--- src/hdl/ldbp_pkg.sv ---
// Shared types and constants of the landmark depth back-projection block.
package ldbp_pkg;

   localparam int MAX_COLS_DEF      = 128;
   localparam int MAX_ROWS_DEF      = 128;
   localparam int WINDOW_RADIUS_DEF = 3;

   localparam logic [15:0] DEPTH_LOW  = 16'd1600;
   localparam logic [15:0] DEPTH_HIGH = 16'd16000;
   localparam logic [11:0] QUAL_BASE  = 12'd2560;
   localparam logic [8:0]  CONF_MAX   = 9'd256;

   // Shared divide / square-root unit widths.
   localparam int DW     = 48;
   localparam int REM_W  = 26;
   localparam int SH_W   = 28;
   localparam int STEP_W = 6;
   localparam int DIV_W  = 18;

   localparam int SUM_W  = 39;
   localparam int CNT_W  = 7;
   localparam int SIZE_W = 11;

   localparam logic [2:0] REG_FOCAL_X   = 3'd0;
   localparam logic [2:0] REG_FOCAL_Y   = 3'd1;
   localparam logic [2:0] REG_CENTER_X  = 3'd2;
   localparam logic [2:0] REG_CENTER_Y  = 3'd3;
   localparam logic [2:0] REG_MIN_DEPTH = 3'd4;
   localparam logic [2:0] REG_MAP_COLS  = 3'd5;
   localparam logic [2:0] REG_MAP_ROWS  = 3'd6;

   localparam logic [15:0] FOCAL_RESET = 16'd8192;
   localparam logic [7:0]  MAP_RESET   = 8'd128;

   typedef struct packed {
      logic                start;
      logic                sqrt_mode;
      logic [STEP_W-1:0]   steps;
   } iter_cmd_type;

endpackage

--- src/hdl/ldbp_iter.sv ---
// Shared iterative unit: restoring divide one bit a cycle, square root two bits a cycle.
module ldbp_iter (
   input  logic                         clock,
   input  logic                         reset,
   input  ldbp_pkg::iter_cmd_type       cmd,
   input  logic [ldbp_pkg::DW-1:0]      operand,
   input  logic [ldbp_pkg::DIV_W-1:0]   divisor,
   output logic                         busy,
   output logic [ldbp_pkg::DW-1:0]      result
);

   logic [ldbp_pkg::STEP_W-1:0] cnt_ff;
   logic                        mode_ff;
   logic [ldbp_pkg::DW-1:0]     op_ff;
   logic [ldbp_pkg::DW-1:0]     res_ff;
   logic [ldbp_pkg::REM_W-1:0]  rem_ff;
   logic [ldbp_pkg::DIV_W-1:0]  div_ff;

   logic [ldbp_pkg::SH_W-1:0]   shifted;
   logic [ldbp_pkg::SH_W-1:0]   trial;
   logic [ldbp_pkg::SH_W:0]     diff;
   logic                        ge;

   // The operand is left-aligned, so each step brings in its top one or two bits.
   always_comb begin
      if (mode_ff) begin
         shifted = {rem_ff, op_ff[ldbp_pkg::DW-1 -: 2]};
         trial   = ldbp_pkg::SH_W'({res_ff[ldbp_pkg::REM_W-3:0], 2'b01});
      end else begin
         shifted = {1'b0, rem_ff, op_ff[ldbp_pkg::DW-1]};
         trial   = ldbp_pkg::SH_W'(div_ff);
      end
      diff = {1'b0, shifted} - {1'b0, trial};
      ge   = !diff[ldbp_pkg::SH_W];
   end

   always_ff @(posedge clock) begin
      if (reset) begin
         cnt_ff <= '0;
      end else if (cmd.start) begin
         cnt_ff <= cmd.steps;
      end else if (cnt_ff != '0) begin
         cnt_ff <= cnt_ff - 1'b1;
      end
   end

   always_ff @(posedge clock) begin
      if (cmd.start) begin
         mode_ff <= cmd.sqrt_mode;
         op_ff   <= operand;
         div_ff  <= divisor;
         rem_ff  <= '0;
         res_ff  <= '0;
      end else if (cnt_ff != '0) begin
         rem_ff <= ge ? diff[ldbp_pkg::REM_W-1:0] : shifted[ldbp_pkg::REM_W-1:0];
         res_ff <= {res_ff[ldbp_pkg::DW-2:0], ge};
         op_ff  <= mode_ff ? {op_ff[ldbp_pkg::DW-3:0], 2'b00}
                           : {op_ff[ldbp_pkg::DW-2:0], 1'b0};
      end
   end

   assign busy   = cnt_ff != '0;
   assign result = res_ff;

endmodule

--- config.mk ---
export PLATFORM = sky130hd
export DESIGN_NAME = ldbp_iter
export DESIGN_NICKNAME = d
export VERILOG_FILES = /design/src/hdl/ldbp_pkg.sv /design/src/hdl/ldbp_iter.sv
export SDC_FILE = /design/constraint.sdc
export NUM_CORES = 1
export LEC_CHECK = 0
export BUFFER_PORTS_ARGS = -buffer_cell sky130_fd_sc_hd__clkbuf_2
export CORE_UTILIZATION = 50
export CTS_BUF_LIST = sky130_fd_sc_hd__clkbuf_2
export DETAILED_ROUTE_END_ITERATION = 8
export HOLD_SLACK_MARGIN = 0.1
export PLACE_DENSITY_LB_ADDON = 0.08
export SETUP_SLACK_MARGIN = 0.3
export SLEW_MARGIN = 20
export SYNTH_ARGS = -nofsm -noshare
export SYNTH_HDL_FRONTEND = slang
export SYNTH_SLANG_ARGS = --single-unit
export TNS_END_PERCENT = 10
--- constraint.sdc ---
create_clock -name clock -period 4.66 [get_ports clock]
set_input_delay 0 -clock clock [delete_from_list [all_inputs] [get_ports clock]]
set_output_delay 0 -clock clock [all_outputs]
set_load 0.05 [all_outputs]
==> flow_summary.ini <==
[run_status]
outcome = complete, no violations

[synth]
synth_compound_area_share_pct = 17.7
syn_area_sq_um = 7970
synth_fa_ha_area_share_pct = 4.49
synth_top_family_by_area = compound AO/OA/AOI/OAI gates
netlist_instances = 851
synth_nets = 955
ys_seq_area_share_pct = 45.3
ys_dominant_reg_cell = dfxtp_1
synth_cell_types = 68
synth-async-reset-ratio_pct = 0
synthSimpleGateAreaFrac_pct = 14.7
ys_warn_count = 0
synth_xor_area_share_pct = 2.31
syn_avg_cell_area_sq_um = 9.37
synth_edf_count = 67
yosys_register_bits = 147
synthMuxAreaShare_pct = 12.2

[detailed_routing]
routed_via_density = 5.47
ant_nets = 0
vias = 7457
first_pass_iters = 5
drtIter0Drc = 560
wire_per_inst_um = 16.6
wirelength_mm = 22.6
drc = 0

[hold_path]
min_from = operand[1]
hold_path_class = primary input to flip-flop
min_to = op_ff[1]$_DFFE_PP_
hold_path_depth = 3

[global_route]
antenna_found_initial = 1
grt_pass1_wl_mm = 36.2
grt_max_degree = 92
overflow = 0
grt_usage_pct = 27.9
grt_pass1_vias = 7245

[cts]
clk_pin_slew_ns = 0.21
cts_max_level = 4
cts_buffers = 17
cts_tree = done
root_buffer = clkbuf_2
ctsResizeCount = 0
insertion_delay_ns = 0.71
cts_num_sinks = 147
clk_path_buf_depth = 2

[sta]
fin_crit_ns = 3.94
fin_crit_sh_pct = 84.4
worst_slew_pin_slew_ns = 0.921
finalHoldViolCount = 0
finClkSkew_ns = 0.0440
finalSetupTns_ns = 0
timing.slew.headroom_pct = 38.6
fmax_ghz = 0.254
rsz0062_at_grt = no
final-setup-viol-count = 0
slew_viol_final = 0

[finish]
mostFrequentLayoutCells = dlygate4sd3_1, nand2_1, clkbuf_2
drive_gt1_share_pct = 18.1
regArea_sq_um = 3610
multiInputGateArea_sq_um = 4090
layout.nets = 1243
final_common_cell = dlygate4sd3_1
area_growth_syn_to_layout_pct = 35.3
fill_cells = 1140

[worst_setup_path]
cpLargestDelayFamily = compound AO/OA/AOI/OAI gates
r2r_end = rem_ff[0]$_SDFFE_PP0P_
rr_worst_depth = 12
worstPathMaxFanout = 20
worst_path_largest_cell_delay_ns = 0.54
crit_arrival_ns = 4.52
end_kind = flip-flop
cp.depth = 12
cp_num_buf_inv = 2
r2r_slack_ns = 0.72
criticalPathCategory = flip-flop to flip-flop
rr_startpoint = mode_ff$_DFFE_PP_
cp_common_cell = buf_4
cp_cell_sequence = buf_4, mux2_2, ha_1, a2111oi_0, o21ai_1, a31oi_4, a21o_4, o211ai_2, o21ai_2, buf_4, nor3_1, a221o_1
startpoint_type = flip-flop
cp_slowest_cell = edfxtp_1
critPathRequiredTime_ns = 5.25

[pwr]
sw_frac_of_total_pct = 41.0
power_frac_clock_pct = 14.5
p_leak_uw = 0.00450
p_comb_share_pct = 49.4
p_int_uw = 2750
peakVddDrop_uv = 257
switchingPower_uw = 1910
p_per_area_nw_per_um2 = 432
power.total_uw = 4660
seqPwrFrac_pct = 36.1

[run]
drv_cap = 0

[placed_design]
gp_congestion = 0.890
dp_hpwl_mm = 12.8
io_buffer_count = 124

[die]
ioPinCount = 125
dieArea_sq_um = 16500
die_h_um = 128
start_util_pct = 51.9
num_rows = 45
coreArea_sq_um = 15400
die_w_um = 128
## state kept, by name, indices dropped and copies added, names as in the netlist
signal / flops
result: 48
cnt_ff: 6
rem_ff: 26
div_ff: 18
op_ff: 48
mode_ff: 1
## cells by family after synthesis
group	count (synthesis)
adders and majority gates	28
buffers and inverters	66
and+or+nand+nor	273
AOI/OAI and AO/OA	222
DFF	147
xor gates and xnor gates	21
muxes	94
## tightest hold or removal path, stage by stage
cell and delay [ns]:
dlygate4sd3_1 0.52, clkbuf_2 0.11, a22o_1 0.14
## power by group through the flow
stage / registers [uW] / logic, uW / clock network (uW)
2_1_floorplan: 1690 / 1670 / 0
3_3_place_gp: 1690 / 2090 / 0
3_5_place_dp: 1700 / 2110 / 0
4_1_cts: 1670 / 2270 / 680
5_1_grt: 1700 / 2520 / 739
6_report: 1680 / 2300 / 675
## how the worst max path moves through the flow
stage,from,end
after global placement,mode_ff$_DFFE_PP_,rem_ff[0]$_SDFFE_PP0P_
after detailed placement,mode_ff$_DFFE_PP_,rem_ff[0]$_SDFFE_PP0P_
after global routing,mode_ff$_DFFE_PP_,rem_ff[0]$_SDFFE_PP0P_
final,mode_ff$_DFFE_PP_,rem_ff[0]$_SDFFE_PP0P_
after floorplan,mode_ff$_DFFE_PP_,rem_ff[17]$_SDFFE_PP0P_
after CTS,mode_ff$_DFFE_PP_,rem_ff[0]$_SDFFE_PP0P_
## layout make-up
type                            count  share of cell area, %
Antenna cell                        1                 0.0232
Tap cell                          211                   2.45
Clock buffer                       21                  0.974
Clock inverter                     11                  0.800
Inverter                           13                  0.452
Sequential cell                   147                   33.5
Multi-Input combinational cell    638                   37.9
Timing Repair Buffer              322                   23.9
## cell usage after synthesis (7+ instances only)
cell type  instances  area (sq um)
a21o_1            10          75.1
a21oi_1           73           365
clkbuf_1          41           154
dfxtp_1           80          1600
edfxtp_1          67          2010
ha_1              27           338
inv_1             12          45.0
mux2_2            23           259
mux2i_1           70           701
nand2_1          181           679
nand2b_1           9          56.3
nand3_1           20           100
nor2_1            33           124
nor3_1             8          40.0
o21ai_0           62           310
o21ai_1           10          50.1
o31ai_1            7          52.6
xnor2_1           13           114
xor2_1             8          70.1
## through the flow
step                      util, %  cells  hold slack [ns]  instance area, sq um  setup slack, ns
final                        70.2   1364            0.199                 10800            0.725
after global routing         70.2   1364            0.136                 10800            0.471
after CTS                    70.1   1362            0.102                 10800            0.759
after detailed placement     56.8   1145            0.179                  8730            0.844
after global placement       56.8   1145            0.177                  8730            0.917
after floorplan                 -    851           0.0724                  7970            0.826
## metal layers
layer / GRT usage (%) / vias to the layer above / share of wire [%] / routed length (um)
li1: - / 3645 / - / -
met1: 35.1 / 3557 / 44 / 10000
met2: 48.1 / 215 / 49 / 11200
met3: 5.72 / 40 / 4.6 / 1040
met4: 8.79 / 0 / 1.7 / 393
met5: 0 / - / 0 / 0
## timing repair
item,in CTS,in global routing
endpoints found under the hold margin,106,1
buffers inserted,0,0
hold buffers,185,1
(Power assumes the default switching activity.)
